`config.mk`:
```
export PLATFORM = sky130hd
export DESIGN_NAME = valve_relay_ack_retry_unit
export DESIGN_NICKNAME = d
export VERILOG_FILES = /design/src/hw/rtl/vrar_pkg.sv /design/src/hw/rtl/valve_relay_ack_retry_unit.sv
export SDC_FILE = /design/constraint.sdc
export NUM_CORES = 1
export LEC_CHECK = 0
export ABC_AREA = 1
export BUFFER_PORTS_ARGS = -buffer_cell sky130_fd_sc_hd__buf_4
export CORE_ASPECT_RATIO = 0.8
export CORE_MARGIN = 2
export CORE_UTILIZATION = 29
export DETAILED_ROUTE_END_ITERATION = 8
export PLACE_DENSITY_LB_ADDON = 0.12
export SLEW_MARGIN = 20
export SYNTH_ARGS = -nofsm -noshare
export SYNTH_HDL_FRONTEND = slang
export SYNTH_SLANG_ARGS = --single-unit
```
`constraint.sdc`:
```
create_clock -name clk -period 5.9 [get_ports clk]
set_input_delay 1.18 -clock clk [delete_from_list [all_inputs] [get_ports clk]]
set_output_delay 1.18 -clock clk [all_outputs]
set_load 0.01 [all_outputs]
```
`src/hw/rtl/vrar_pkg.sv`:
```
// vrar_pkg: types and constants for the valve relay ack/retry unit
// no dependencies; imported by valve_relay_ack_retry_unit
package vrar_pkg;

	localparam logic [1:0] CMD_UP   = 2'd0;
	localparam logic [1:0] CMD_DOWN = 2'd1;
	localparam logic [1:0] CMD_TICK = 2'd2;

	localparam logic       DEST_UP   = 1'b0;
	localparam logic       DEST_DOWN = 1'b1;

	localparam logic       REG_RESEND_WAIT = 1'b0;
	localparam logic       REG_MAX_RESENDS = 1'b1;

	localparam logic [15:0] RESEND_WAIT_RST = 16'd3000;
	localparam logic [3:0]  MAX_RESENDS_RST = 4'd5;
	localparam logic [15:0] OWN_ACK_ON      = 16'd200;
	localparam logic [16:0] ELAPSED_MAX     = 17'h1FFFF;

	// floor(x/100) = (x*83887)>>23 for 16-bit x
	localparam logic [16:0] DIV100_MUL = 17'd83887;
	// floor(q/10) = (q*205)>>11 for q < 1024
	localparam logic [7:0]  DIV10_MUL  = 8'd205;

	typedef struct packed {
		logic [1:0]  cmd;
		logic [15:0] msg;
		logic        short_frame;
	} req_t;

	typedef struct packed {
		logic        dest;
		logic [15:0] value;
		logic        valve_open;
		logic        last;
	} rsp_t;

endpackage

```
`src/hw/rtl/valve_relay_ack_retry_unit.sv`:
```
// valve_relay_ack_retry_unit: relay node with downstream ack, timeout and resend
// depends on vrar_pkg for request/response types and constants
// path: a request is held in the input register, then its results are written to the output queue
// throughput: one request per cycle while the 4-entry output queue has room for two results;
//   requests with two results are then limited by the drain of one result per cycle
// reset: valve off, not waiting, counters and queue cleared, registers at 3000 and 5
module valve_relay_ack_retry_unit
	import vrar_pkg::*;
(
	input  logic        clk,
	input  logic        arst_n,
	input  logic        req_valid,
	output logic        req_stall,
	input  req_t        req_data,
	output logic        rsp_valid,
	input  logic        rsp_stall,
	output rsp_t        rsp_data,
	input  logic        cfg_valid,
	output logic        cfg_ready,
	input  logic        cfg_index,
	input  logic [15:0] cfg_data
);

	// input register
	logic        valid_s1;
	req_t        req_s1;
	logic [9:0]  quo_s1;
	logic [32:0] div_prod;

	// configuration
	logic [15:0] resend_wait_q;
	logic [3:0]  max_resends_q;

	// node state
	logic        valve_q;
	logic [6:0]  fwd_q;
	logic        waiting_q;
	logic [16:0] elapsed_q;
	logic [3:0]  resend_q;

	// output queue
	rsp_t        queue_q [4];
	logic [1:0]  wr_ptr_q;
	logic [1:0]  rd_ptr_q;
	logic [2:0]  count_q;

	logic        fire;
	logic        req_take;
	logic        rsp_take;
	logic [16:0] quo_x100;
	logic [6:0]  rem100;
	logic [17:0] div10_prod;
	logic [6:0]  quo10;
	logic [9:0]  quo10_x10;
	logic [3:0]  digit;
	logic [15:0] own_ack;
	logic [16:0] elapsed_inc;

	logic        valve_d;
	logic [6:0]  fwd_d;
	logic        waiting_d;
	logic [16:0] elapsed_d;
	logic [3:0]  resend_d;
	logic [1:0]  n_res;
	rsp_t        res0;
	rsp_t        res1;
	logic [1:0]  n_push;
	logic        n_pop;

	assign cfg_ready = 1'b1;
	assign fire      = valid_s1 && (count_q <= 3'd2);
	assign req_stall = valid_s1 && !fire;
	assign req_take  = req_valid && !req_stall;
	assign rsp_valid = (count_q != 3'd0);
	assign rsp_data  = queue_q[rd_ptr_q];
	assign rsp_take  = rsp_valid && !rsp_stall;

	assign div_prod = {17'd0, req_data.msg} * {16'd0, DIV100_MUL};

	always_ff @(posedge clk or negedge arst_n) begin
		if (!arst_n) begin
			valid_s1 <= 1'b0;
		end else if (req_take) begin
			valid_s1 <= 1'b1;
		end else if (fire) begin
			valid_s1 <= 1'b0;
		end
	end

	always_ff @(posedge clk) begin
		if (req_take) begin
			req_s1 <= req_data;
			quo_s1 <= div_prod[32:23];
		end
	end

	always_ff @(posedge clk or negedge arst_n) begin
		if (!arst_n) begin
			resend_wait_q <= RESEND_WAIT_RST;
			max_resends_q <= MAX_RESENDS_RST;
		end else if (cfg_valid && cfg_ready) begin
			case (cfg_index)
				REG_RESEND_WAIT: resend_wait_q <= cfg_data;
				REG_MAX_RESENDS: max_resends_q <= cfg_data[3:0];
				default: ;
			endcase
		end
	end

	// decimal split of the registered frame value
	assign quo_x100   = {7'd0, quo_s1} * 17'd100;
	assign rem100     = 7'(req_s1.msg - quo_x100[15:0]);
	assign div10_prod = {8'd0, quo_s1} * {10'd0, DIV10_MUL};
	assign quo10      = div10_prod[17:11];
	assign quo10_x10  = {3'd0, quo10} * 10'd10;
	assign digit      = 4'(quo_s1 - quo10_x10);

	assign own_ack     = valve_q ? OWN_ACK_ON : 16'd0;
	assign elapsed_inc = (elapsed_q == ELAPSED_MAX) ? elapsed_q : elapsed_q + 17'd1;

	always_comb begin
		valve_d   = valve_q;
		fwd_d     = fwd_q;
		waiting_d = waiting_q;
		elapsed_d = elapsed_q;
		resend_d  = resend_q;
		n_res     = 2'd0;
		res0      = '0;
		res1      = '0;
		case (req_s1.cmd)
			CMD_UP: begin
				if (!req_s1.short_frame) begin
					valve_d   = (digit != 4'd0);
					fwd_d     = rem100;
					waiting_d = 1'b1;
					elapsed_d = '0;
					resend_d  = '0;
					n_res     = 2'd2;
					res0      = '{dest: DEST_UP, value: valve_d ? OWN_ACK_ON : 16'd0,
						valve_open: valve_d, last: 1'b0};
					res1      = '{dest: DEST_DOWN, value: {9'd0, rem100},
						valve_open: valve_d, last: 1'b1};
				end
			end
			CMD_DOWN: begin
				if (!req_s1.short_frame) begin
					waiting_d = 1'b0;
					resend_d  = '0;
					if (req_s1.msg != 16'd0) begin
						n_res = 2'd1;
						res0  = '{dest: DEST_UP, value: own_ack + req_s1.msg,
							valve_open: valve_q, last: 1'b1};
					end
				end
			end
			CMD_TICK: begin
				if (waiting_q) begin
					elapsed_d = elapsed_inc;
					if (elapsed_inc > {1'b0, resend_wait_q}) begin
						if (resend_q >= max_resends_q) begin
							waiting_d = 1'b0;
						end else begin
							resend_d  = resend_q + 4'd1;
							elapsed_d = '0;
							n_res     = 2'd1;
							res0      = '{dest: DEST_DOWN, value: {9'd0, fwd_q},
								valve_open: valve_q, last: 1'b1};
						end
					end
				end
			end
			default: ;
		endcase
	end

	always_ff @(posedge clk or negedge arst_n) begin
		if (!arst_n) begin
			valve_q   <= 1'b0;
			fwd_q     <= '0;
			waiting_q <= 1'b0;
			elapsed_q <= '0;
			resend_q  <= '0;
		end else if (fire) begin
			valve_q   <= valve_d;
			fwd_q     <= fwd_d;
			waiting_q <= waiting_d;
			elapsed_q <= elapsed_d;
			resend_q  <= resend_d;
		end
	end

	assign n_push = fire ? n_res : 2'd0;
	assign n_pop  = rsp_take;

	always_ff @(posedge clk) begin
		if (n_push != 2'd0) begin
			queue_q[wr_ptr_q] <= res0;
		end
		if (n_push == 2'd2) begin
			queue_q[wr_ptr_q + 2'd1] <= res1;
		end
	end

	always_ff @(posedge clk or negedge arst_n) begin
		if (!arst_n) begin
			wr_ptr_q <= '0;
			rd_ptr_q <= '0;
			count_q  <= '0;
		end else begin
			wr_ptr_q <= wr_ptr_q + n_push;
			rd_ptr_q <= rd_ptr_q + {1'b0, n_pop};
			count_q  <= count_q + {1'b0, n_push} - {2'd0, n_pop};
		end
	end

	a_queue_bound: assert property (@(posedge clk) disable iff (!arst_n)
		count_q <= 3'd4)
		else $error("output queue overflow");

	a_room_on_fire: assert property (@(posedge clk) disable iff (!arst_n)
		fire |-> (count_q - {2'd0, n_pop} + {1'b0, n_res}) <= 3'd4)
		else $error("request processed without queue room");

	a_wait_after_up: assert property (@(posedge clk) disable iff (!arst_n)
		(fire && req_s1.cmd == CMD_UP && !req_s1.short_frame)
			|=> (waiting_q && elapsed_q == 17'd0 && resend_q == 4'd0))
		else $error("upstream command did not start waiting");

	a_tick_idle: assert property (@(posedge clk) disable iff (!arst_n)
		(fire && req_s1.cmd == CMD_TICK && !waiting_q) |-> (n_res == 2'd0))
		else $error("tick produced a result while not waiting");

endmodule

```
-- Yosys cells after proc, flatten, opt, wreduce, memory -nomap -nowiden
Memory sizes are Yosys's and may differ from the RTL's.
Index checks and enable logic that the tools add are counted.
- logic and storage cells: 110
- output and inout bits: 22
- RAM bits: 76
- latch bits: 0
- register bits after elaboration: 87
- bits in read-only memories: 0
- memories kept: 1
- bits of input ports: 41
- memories (memory ; words ; width ; read ports ; clocked after memory_dff ; write ports ; line ; text):
    queue_q ; 4 ; 19 ; 1 ; 0 ; 2 ; valve_relay_ack_retry_unit.sv:42 ; rsp_t queue_q [4];
- magnitude comparators: 3
- shift operators: 0
- $mul: 4
- eq/ne operators: 10
- reduce and logical (&&, ||, !) cells: 23
- divide/modulo/power cells: 0
- mux-type cells: 42
- bitwise gates (word level): 2
- add/sub/neg operators: 10
- operators by type and width (cell ; count):
    $mux W19 ; 5
    $mux W17 ; 5
    $pmux W19 S3 ; 1
    $mux W18 ; 2
    $pmux W17 S2 ; 1
    $mul A16 B17 Y33 const B ; 1
    $mul A10 B8 Y18 const B ; 1
    $add A17 B1 Y17 const B ; 1
    $eq A17 B17 Y1 const B ; 1
    $gt A17 B16 Y1 ; 1
    $add A8 B16 Y16 ; 1
    $mux W1 ; 16
    $mux W4 ; 4
    $mux W8 ; 2
    $reduce_bool A16 Y1 ; 1
    $ne A2 B2 Y1 const B ; 6
    $mul A10 B5 Y5 const B ; 1
    $mux W10 ; 1
    $pmux W4 S2 ; 1
    $reduce_and A4 Y1 ; 2
    $reduce_bool A2 Y1 ; 4
    $mul A7 B3 Y3 const B ; 1
    $sub A7 B7 Y7 ; 1
    $pmux W2 S3 ; 1
    other kinds (23) ; 33

-- Longest topological paths before layout
Gate-level depths: netlist of the first run.
- depth after elaboration: 10
- depth in mapped cells: 34
- depth with buffers taken out: 33

-- Worst setup path after synthesis of the first run
OpenSTA, ideal clock, no wires.
- kind: input-to-reg
- start: in req_data[14] (netlist bit)
- end: reg quo_s1[6] (data pin)
- library setup time: 0.259 ns
- path buffers: 0
- stages on the path: 17
- data arrival time: 5.664 ns
- setup slack: -0.023 ns
- data required time: 5.641 ns
- path through: fa_1 inv_1 fa_1 fa_1 inv_1 fa_1 fa_1 inv_1 fa_1 inv_1 ha_1 nand2_1 o21ai_0 a21o_1 a221oi_1 nand2_1 xor2_1
- cells in the longest elaborated chain, start to end: 1
- ends and longest elaborated chain (item ; line ; text):
    start: declaration ; valve_relay_ack_retry_unit.sv:14 ; input req_t req_data,
    $mul A16 B17 Y33 ; valve_relay_ack_retry_unit.sv:78 ; assign div_prod = {17'd0, req_data.msg} * {16'd0, DIV100_MUL};
    via div_prod[29] ; valve_relay_ack_retry_unit.sv:28 ; logic [32:0] div_prod;
    end signal: assignment ; valve_relay_ack_retry_unit.sv:93 ; quo_s1 <= div_prod[32:23];
    end: declaration ; valve_relay_ack_retry_unit.sv:27 ; logic [9:0] quo_s1;
The timed path passes the listed nets, and every way through them passes these cells.
A chain may end at the register's enable or synchronous reset.

-- Worst setup path after layout of the first run
- start: in req_data[5] (netlist bit)
- end: reg quo_s1[3] (data pin)
The elaborated chain is that of the path after synthesis.

==> impl_metrics.env, run 1 <==
export IMPL_port_buffers=61
export IMPL_ys_seq_area_frac=0.287
export IMPL_viasPerCell=4.55
export IMPL_grt_max_degree=59
export IMPL_area_delta_synth_final_pct=20.1
export IMPL_synth_top_area_share=0.171
export IMPL_fillers=5346
export IMPL_outcome="finished clean"
export IMPL_n_antenna_cell=0
export IMPL_grt_overflow=0
export IMPL_insertion_delay_ns=0.45
export IMPL_yosys_area_top_type="ha_1"
export IMPL_cts_hold_buf=0
export IMPL_grt_pass1_vias=11600
export IMPL_worst_ep_required_time_ns=6.08
export IMPL_die_x_um=257
export IMPL_drt_first_pass_iters=5
export IMPL_cts_tree="yes"
export IMPL_netlist_area_um2=14800
export IMPL_clock_skew_ns=0.0199
export IMPL_tightest_slew_ns=1.01
export IMPL_path_max_fanout=4
export IMPL_avgSynthCellArea_um2=8.74
export IMPL_grt_pass1_wl_mm=65.0
export IMPL_hpwl_mm=31.9
export IMPL_antenna_found_initial=1
export IMPL_synth_edf_count=69
export IMPL_slew_limit_headroom=0.328
export IMPL_syn_num_nets=2055
export IMPL_place_ws_ns=-0.450
export IMPL_clk_pin_slew_ns=0.07
export IMPL_worstSetupPathType="primary input to flip-flop"
export IMPL_io_pin_count=63
export IMPL_hold_violations=0
export IMPL_dieArea_um2=52900
export IMPL_ys_flop_type="edfxtp_1"
export IMPL_detail_route_wirelength_met1_mm=21.3
export IMPL_drt_antenna_violating_nets=0
export IMPL_die_h_um=206
export IMPL_max_cap_viol_count=0
export IMPL_min_path_type="flip-flop to flip-flop"
export IMPL_drive_gt1_frac=0.169
export IMPL_clkSinkCount=163
export IMPL_holdWs_ns=0.476
export IMPL_fmax_mhz=175
export IMPL_start_kind="primary input"
export IMPL_setup_worst_path_end_class="flip-flop"
export IMPL_multi_input_area_um2=9330
export IMPL_core_area_um2=50700
export IMPL_period_share=0.969
export IMPL_start_util=0.292
export IMPL_fin_ws_ns=0.183
export IMPL_drc=0
export IMPL_wl_per_cell_um=15.8
export IMPL_synth_cell_types=54
export IMPL_yosysWarnings=0
export IMPL_period_needed_ns=5.72
export IMPL_setup_viol=0
export IMPL_htreeDepth=4
export IMPL_ys_async_sr_fraction=0.356
export IMPL_ys_seq_elements=163
export IMPL_cts_buffers=17
export IMPL_synth_common_cells="inv_1, nand2_1, ha_1"
export IMPL_cts_buffer_depth=2
export IMPL_drt_iter0_drc=727
export IMPL_core_rowCount=74
export IMPL_synth_most_common_cell="inv_1"
export IMPL_critical_path_arrival_ns=5.89
export IMPL_wl_mm=40.6
export IMPL_vias=11700
export IMPL_dr_wl_met2_mm=17.6
export IMPL_syn_inst=1695
export IMPL_timing_final_max_slew_violations=0
export IMPL_post_route_util=0.351
export IMPL_place_gp_congestion=0.853
export IMPL_yosys_top_cells_area="ha_1, fa_1, edfxtp_1"
export IMPL_seq_area_um2=4260
export IMPL_dr_wl_met3_mm=1.52
export IMPL_topRoutingLayerUsed="met4"
export IMPL_track_usage=0.158
export IMPL_nNetsFinal=2228
export IMPL_cts_root_buffer="clkbuf_16"
==> cell type report <==
cell class | count | share of cell area
Sequential cell | 163 | 0.239
Multi-Input combinational cell | 1146 | 0.524
Clock inverter | 15 | 0.00970
Timing Repair Buffer | 195 | 0.0823
Inverter | 345 | 0.0728
Tap cell | 684 | 0.0481
Clock buffer | 17 | 0.0239
==> per-stage QoR <==
| step | cells | setup TNS [ns] | area, µm² |
|---|---|---|---|
| floorplan | 1695 | 0 | 14800 |
| global placement | 2527 | -4.98 | 16800 |
| detailed placement | 2527 | -5.39 | 16800 |
| CTS | 2559 | 0 | 17500 |
| global route | 2565 | -0.0898 | 17800 |
| finish | 2565 | 0 | 17800 |
==> metal layers <==
| layer | vias up | global-route usage |
|---|---|---|
| li1 | 5865 | - |
| met4 | 0 | 0.0235 |
| met5 | - | 0 |
| met1 | 5605 | 0.236 |
| met2 | 193 | 0.243 |
| met3 | 12 | 0.0269 |
==> placed cells by master, fill, tap and decap left out, types with 36 or more instances in the layout <==
master and instances:
a21oi_1 79, buf_4 195, dfrtp_1 49, dfxtp_1 36, edfxtp_1 69, fa_1 116, ha_1 189, inv_1 339
nand2_1 214, nand3_1 63, nor2_1 140, o21ai_0 98, o22ai_1 43
==> worst paths after layout <==
check,to,slack [ns],start,cells after the start
max,quo_s1[3],0.18,req_data[5],19
min,queue_q[1][13],0.48,queue_q[1][13],2
max reg2reg,queue_q[3][5],0.25,quo_s1[6],26
min reg2reg,queue_q[1][13],0.48,queue_q[1][13],2
max in group asynchronous,fwd_q[3],4.51,arst_n,1
min in group asynchronous,resend_wait_q[10],0.80,arst_n,1
==> worst max-delay path, stage by stage <==
cell and delay [ns]:
buf_4 0.13, fa_1 0.56, inv_1 0.08, fa_1 0.50, inv_1 0.05, fa_1 0.52, fa_1 0.44, fa_1 0.54
inv_1 0.05, fa_1 0.53, inv_1 0.06, ha_4 0.28, nand2_2 0.08, nor2_2 0.12, nand2_1 0.06, o211ai_1 0.29
a31oi_4 0.14, buf_4 0.16, xnor2_1 0.11
==> registers in the layout, indices dropped and copies added (netlist names), 2 cells and up <==
name	flops
queue_q	76
req_s1	19
elapsed_q	17
resend_wait_q	16
quo_s1	10
fwd_q	7
max_resends_q	4
resend_q	4
count_q	3
rd_ptr_q	2
wr_ptr_q	2
==> cell families after synthesis <==
kind of cell | after synthesis | share of synthesized area
AO/OA/AOI/OAI | 285 | 0.109
AND/OR/NAND/NOR | 501 | 0.147
buffers and inverters | 386 | 0.104
adder cells (fa/ha/maj) | 319 | 0.329
XOR/XNOR | 40 | 0.0236
flip-flops | 163 | 0.287
other | 1 | 0.000253
==> repair_timing <==
item                       in CTS  in global routing
setup endpoints to repair      15                 23
gates cloned                    0                  0
buffers inserted                0                  6
pin swaps                       1                 35
resized for setup               5                 54
Power of run 1 is left out: the tool's default activity adds up to more than one toggle a clock period on the data nets, which glitch-free logic cannot reach.
==> run 2, diff against run 1 <==
- CORE_MARGIN: 2 -> not set
- PLACE_DENSITY: not set -> 0.55
- PLACE_DENSITY_LB_ADDON: 0.12 -> not set
- clock period: 5.9 -> 5 ns (I/O delays scaled with it)
==> run 2 against run 1 <==
  * The flow now finishes with violations (setup timing)
  * Setup slack lost 0.62 ns
  * Critical path depth grew 7
  * Critical endpoint is now queue_q[3][5]
  * Global-route usage shrank 0.41 points
  * Via count grew 1.8%
  * Cell area grew 4.6%
  * Critical path type is now flip-flop to flip-flop
  * Clock skew shrank 0.011 ns
  * Die area shrank 1.7%
  * Clock-buffer cell count is the same
  * Non-clock buffer count grew 34
  * Register-to-register slack lost 0.68 ns
  * Sequential cell count is the same
==> impl_metrics.env, run 2 (synthesized netlist as in run 1, its figures left out) <==
export IMPL_outcome="finished, violations left"
export IMPL_failed_checks="setup timing"
export IMPL_cts_buffers=17
export IMPL_min_path_type="flip-flop to flip-flop"
export IMPL_worstSetupPathType="flip-flop to flip-flop"
export IMPL_largest_reg_flops=76
export IMPL_dieArea_um2=52000
export IMPL_wl_per_cell_um=15.0
export IMPL_drt_first_pass_iters=5
export IMPL_wl_mm=39.0
export IMPL_largestRegisters="queue_q (76), req_s1 (19), elapsed_q (17)"
export IMPL_grt_pass1_vias=12100
export IMPL_area_delta_synth_final_pct=25.6
export IMPL_grt_max_degree=59
export IMPL_dr_wl_met2_mm=17.8
export IMPL_final_cell_mix="inv_1, buf_4, nand2_1, ha_1, nor2_1"
export IMPL_grt_overflow=0
export IMPL_hpwl_mm=30.8
export IMPL_place_gp_congestion=0.851
export IMPL_topRoutingLayerUsed="met4"
export IMPL_cts_buffer_depth=2
export IMPL_drt_iter0_drc=738
export IMPL_dr_wl_met3_mm=1.43
export IMPL_io_pin_count=63
export IMPL_viasPerCell=4.59
export IMPL_core_rowCount=73
export IMPL_port_buffers=61
export IMPL_fillers=5103
export IMPL_period_share=1.09
export IMPL_cts_root_buffer="clkbuf_16"
export IMPL_cts_tree="yes"
export IMPL_clkSinkCount=163
export IMPL_final_common_cell="inv_1"
export IMPL_clock_skew_ns=0.00898
export IMPL_worstReg2RegStart="quo_s1[7]"
export IMPL_fmax_mhz=184
export IMPL_setup_viol=26
export IMPL_grt_pass1_wl_mm=63.3
export IMPL_hp_start="queue_q[1][10]"
export IMPL_clk_pin_slew_ns=0.07
export IMPL_hold_violations=0
export IMPL_drt_antenna_violating_nets=0
export IMPL_top_register="queue_q"
export IMPL_final_area_um2=18600
export IMPL_insertion_delay_ns=0.44
export IMPL_whs_path_depth=2
export IMPL_setup_worst_path_end_class="flip-flop"
export IMPL_worst_ep_required_time_ns=5.15
export IMPL_max_cap_viol_count=0
export IMPL_detail_route_wirelength_met1_mm=19.5
export IMPL_holdWs_ns=0.472
export IMPL_core_area_um2=50100
export IMPL_tightest_slew_ns=1.03
export IMPL_start_kind="flip-flop"
export IMPL_start_util=0.296
export IMPL_rsz0062_at_grt="yes"
export IMPL_die_x_um=255
export IMPL_antenna_found_initial=0
export IMPL_n_antenna_cell=0
export IMPL_cts_hold_buf=0
export IMPL_track_usage=0.154
export IMPL_drc=0
export IMPL_timing_final_max_slew_violations=0
export IMPL_rr_endpoint="queue_q[3][5]"
export IMPL_slew_limit_headroom=0.309
export IMPL_drive_gt1_frac=0.238
export IMPL_die_h_um=204
export IMPL_rrSetupSlack_ns=-0.43
export IMPL_path_max_fanout=4
export IMPL_htreeDepth=4
export IMPL_nNetsFinal=2262
export IMPL_place_area_um2=17300
export IMPL_period_needed_ns=5.43
export IMPL_hold_end="queue_q[1][10]"
export IMPL_fin_ws_ns=-0.433
export IMPL_reg2reg_depth=26
export IMPL_setup_tns_ns=-8.33
export IMPL_vias=11900
export IMPL_critical_path_arrival_ns=5.58
## run 2: cell count changes in the layout (fill, tap and decap cells not counted), moves of 12 or more
cell / before / now
inv_1: 339 / 308
ha_1: 189 / 171
buf_4: 195 / 216
ha_4: 12 / 30
inv_2: 4 / 35
o21ai_0: 98 / 86
## run 2: how the worst max path moves through the flow
stage,end,start,slack [ns]
3_3_place_gp,quo_s1[9],req_data[16],-0.82
3_5_place_dp,quo_s1[9],req_data[16],-0.83
6_report,queue_q[3][5],quo_s1[7],-0.43
4_1_cts,queue_q[3][5],quo_s1[2],-0.46
5_1_grt,queue_q[3][5],quo_s1[7],-0.69
2_1_floorplan,quo_s1[9],req_data[16],-0.43
## run 2: metrics by stage
step	instances	util	worst slack [ns]
4_1_cts	2583	0.365	-0.461
3_5_place_dp	2538	0.346	-0.826
2_1_floorplan	1695	-	-0.433
3_3_place_gp	2538	0.346	-0.816
5_1_grt	2590	0.372	-0.691
6_report	2590	0.372	-0.433
## run 2: worst max-delay path, cell delays in order, from the launching register on
cell and delay (ns):
edfxtp_1 0.51, ha_4 0.29, fa_1 0.48, fa_1 0.55, inv_2 0.04, fa_1 0.51
inv_2 0.05, ha_4 0.27, nand2_4 0.05, nor2_1 0.08, nand2_1 0.10, nand2_2 0.12
nand2_2 0.06, nand2_2 0.09, ha_4 0.13, inv_2 0.03, fa_2 0.38, xnor2_2 0.17
xnor2_2 0.16, xor2_2 0.20, buf_4 0.15, nand2_2 0.07, nand3_4 0.09, nand2_4 0.09
o211ai_1 0.23, nand3_1 0.13, o21ai_1 0.10
## run 2: area by class of cell
type / count / area (µm²) / share of cell area
Tap cell: 675 / 845 / 0.0454
Timing Repair Buffer: 229 / 1780 / 0.0954
Inverter: 345 / 1290 / 0.0696
Clock inverter: 15 / 163 / 0.00874
Clock buffer: 17 / 425 / 0.0229
Multi-Input combinational cell: 1146 / 9850 / 0.529
Sequential cell: 163 / 4260 / 0.229
## run 2: timing repair
item | in CTS | in global routing
endpoints found under the setup margin | 27 | 27
pin swaps | 64 | 68
resized for setup | 75 | 65
cloned | 0 | 0
setup buffers | 14 | 11
## run 2: per-layer routing
| metal | track usage | vias to the layer above |
|---|---|---|
| li1 | - | 5934 |
| met1 | 0.221 | 5721 |
| met2 | 0.251 | 214 |
| met3 | 0.0181 | 18 |
| met4 | 0.0259 | 0 |
| met5 | 0 | - |
Power of run 2 is left out for the same reason.
==> run 3, diff against run 2 <==
- PLACE_DENSITY: 0.55 -> not set
- SETUP_SLACK_MARGIN: not set -> 0.2
- SKIP_CTS_REPAIR_TIMING: not set -> 1
==> run 3 against run 2 <==
  * The run still ends with setup timing left
  * Sequential share of layout area grew 0.11 points
  * Clock skew increased by 0.0072 ns
  * Largest cell class unchanged
  * Core utilization shrank 0.18 points
  * First-iteration DRC count rose by 9.6%
  * Hold slack improved by 0.00061 ns
  * Setup slack worse by 0.022 ns
  * Clock-buffer cell count unchanged
  * Highest routed layer unchanged
  * Cell count shrank 0.58%
  * Cell area decreased by 0.47%
  * Register-to-register slack got worse by 0.02 ns
  * Critical endpoint unchanged
==> impl_metrics.env, run 3 (synthesized netlist as in run 1, its figures left out) <==
export IMPL_setup_worst_path_end_class="flip-flop"
export IMPL_clk_pin_slew_ns=0.08
export IMPL_cts_buffers=17
export IMPL_largestRegisters="queue_q (76), req_s1 (19), elapsed_q (17)"
export IMPL_min_path_type="flip-flop to flip-flop"
export IMPL_io_pin_count=63
export IMPL_failed_checks="setup timing"
export IMPL_grt_max_degree=59
export IMPL_fmax_mhz=183
export IMPL_worstSetupPathType="flip-flop to flip-flop"
export IMPL_multi_input_area_um2=9810
export IMPL_port_buffers=61
export IMPL_track_usage=0.151
export IMPL_drt_antenna_violating_nets=0
export IMPL_wl_per_cell_um=15.0
export IMPL_drt_iter0_drc=809
export IMPL_nNetsFinal=2247
export IMPL_largest_reg_flops=76
export IMPL_max_cap_viol_count=0
export IMPL_die_x_um=255
export IMPL_drt_first_pass_iters=5
export IMPL_area_delta_synth_final_pct=25.0
export IMPL_rrSetupSlack_ns=-0.45
export IMPL_clock_skew_ns=0.0161
export IMPL_die_h_um=204
export IMPL_wl_mm=38.5
export IMPL_core_rowCount=73
export IMPL_dieArea_um2=52000
export IMPL_drc=0
export IMPL_rsz0062_at_grt="yes"
export IMPL_vias=11900
export IMPL_setup_viol=26
export IMPL_tightest_slew_ns=1.07
export IMPL_hold_violations=0
export IMPL_period_share=1.09
export IMPL_slew_limit_headroom=0.284
export IMPL_worst_ep_required_time_ns=5.17
export IMPL_fin_ws_ns=-0.454
export IMPL_path_max_fanout=4
export IMPL_period_needed_ns=5.45
export IMPL_clkSinkCount=163
export IMPL_core_area_um2=50100
export IMPL_start_kind="flip-flop"
export IMPL_cts_buffer_depth=2
export IMPL_critical_path_arrival_ns=5.62
export IMPL_grt_overflow=0
export IMPL_drive_gt1_frac=0.225
export IMPL_grt_pass1_wl_mm=62.3
export IMPL_outcome="finished, violations left"
export IMPL_cts_root_buffer="clkbuf_16"
export IMPL_grt_pass1_vias=12000
export IMPL_final_cell_mix="inv_1, nand2_1, buf_4, ha_1, nor2_1"
export IMPL_top_register="queue_q"
export IMPL_final_common_cell="inv_1"
export IMPL_hpwl_mm=30.5
export IMPL_place_gp_congestion=0.876
export IMPL_viasPerCell=4.63
export IMPL_htreeDepth=4
export IMPL_seq_area_um2=4260
export IMPL_fillers=5016
export IMPL_antenna_found_initial=1
export IMPL_n_antenna_cell=0
export IMPL_timing_final_max_slew_violations=0
export IMPL_cts_tree="yes"
export IMPL_insertion_delay_ns=0.43
export IMPL_holdWs_ns=0.473
export IMPL_start_util=0.296
## run 3: cell types whose count changed in the layout (fill, tap and decap cells not counted), sizes merged
cell    before  now
buf        229  214
bufinv       1    3
clkinv       5    4
inv        353  352
## run 3: through the flow
stage	instances	cell area [µm²]	worst slack [ns]	setup TNS [ns]	util
detailed placement	2526	17200	-0.884	-14.95	0.344
floorplan	1695	15100	-0.433	-3.28	-
global placement	2526	17200	-0.828	-13.84	0.344
finish	2575	18500	-0.454	-9.37	0.370
global route	2575	18500	-0.739	-15.08	0.370
CTS	2558	17900	-0.581	-10.92	0.357
## run 3: cell type report
class                      instances  share of cell area
clock buffer                      17              0.0230
clock inverter                    15              0.0111
inverter                         345              0.0702
multi-input combinational       1146               0.530
sequential                       163               0.230
tap                              675              0.0456
timing repair buffer             214              0.0906
## run 3: worst paths after layout
kind / from / cells past startpoint / to
worst max-delay path: quo_s1[7] / 25 / queue_q[3][5]
worst min-delay path: queue_q[1][14] / 2 / queue_q[1][14]
worst max register to register: quo_s1[7] / 25 / queue_q[3][5]
worst min register to register: queue_q[1][14] / 2 / queue_q[1][14]
max in group asynchronous: arst_n / 1 / fwd_q[6]
min in group asynchronous: arst_n / 1 / resend_wait_q[10]
## run 3: per-layer routing
| metal | part of all wire | vias up | global-route usage |
|---|---|---|---|
| met3 | 0.044 | 30 | 0.0214 |
| met2 | 0.45 | 215 | 0.240 |
| met1 | 0.50 | 5775 | 0.218 |
| li1 | - | 5907 | - |
| met4 | 0.010 | 0 | 0.0254 |
| met5 | 0 | - | 0 |
## run 3: critical path, cell delays in order, from the launching register on
cell and delay (ns):
edfxtp_1 0.48, ha_1 0.34, fa_1 0.45, fa_1 0.49, inv_1 0.05, fa_1 0.48
inv_1 0.04, ha_1 0.29, nand2_1 0.07, nand2_1 0.07, nor2_2 0.17, nand3_1 0.10
nand2_2 0.10, ha_4 0.13, inv_2 0.04, fa_2 0.42, xnor2_2 0.15, xnor2_1 0.16
xor2_1 0.31, inv_1 0.10, nand3_2 0.10, nand3_4 0.10, nand2_4 0.10, o211ai_1 0.21
nand3_1 0.16, o21ai_1 0.08
Power of run 3 is left out for the same reason.
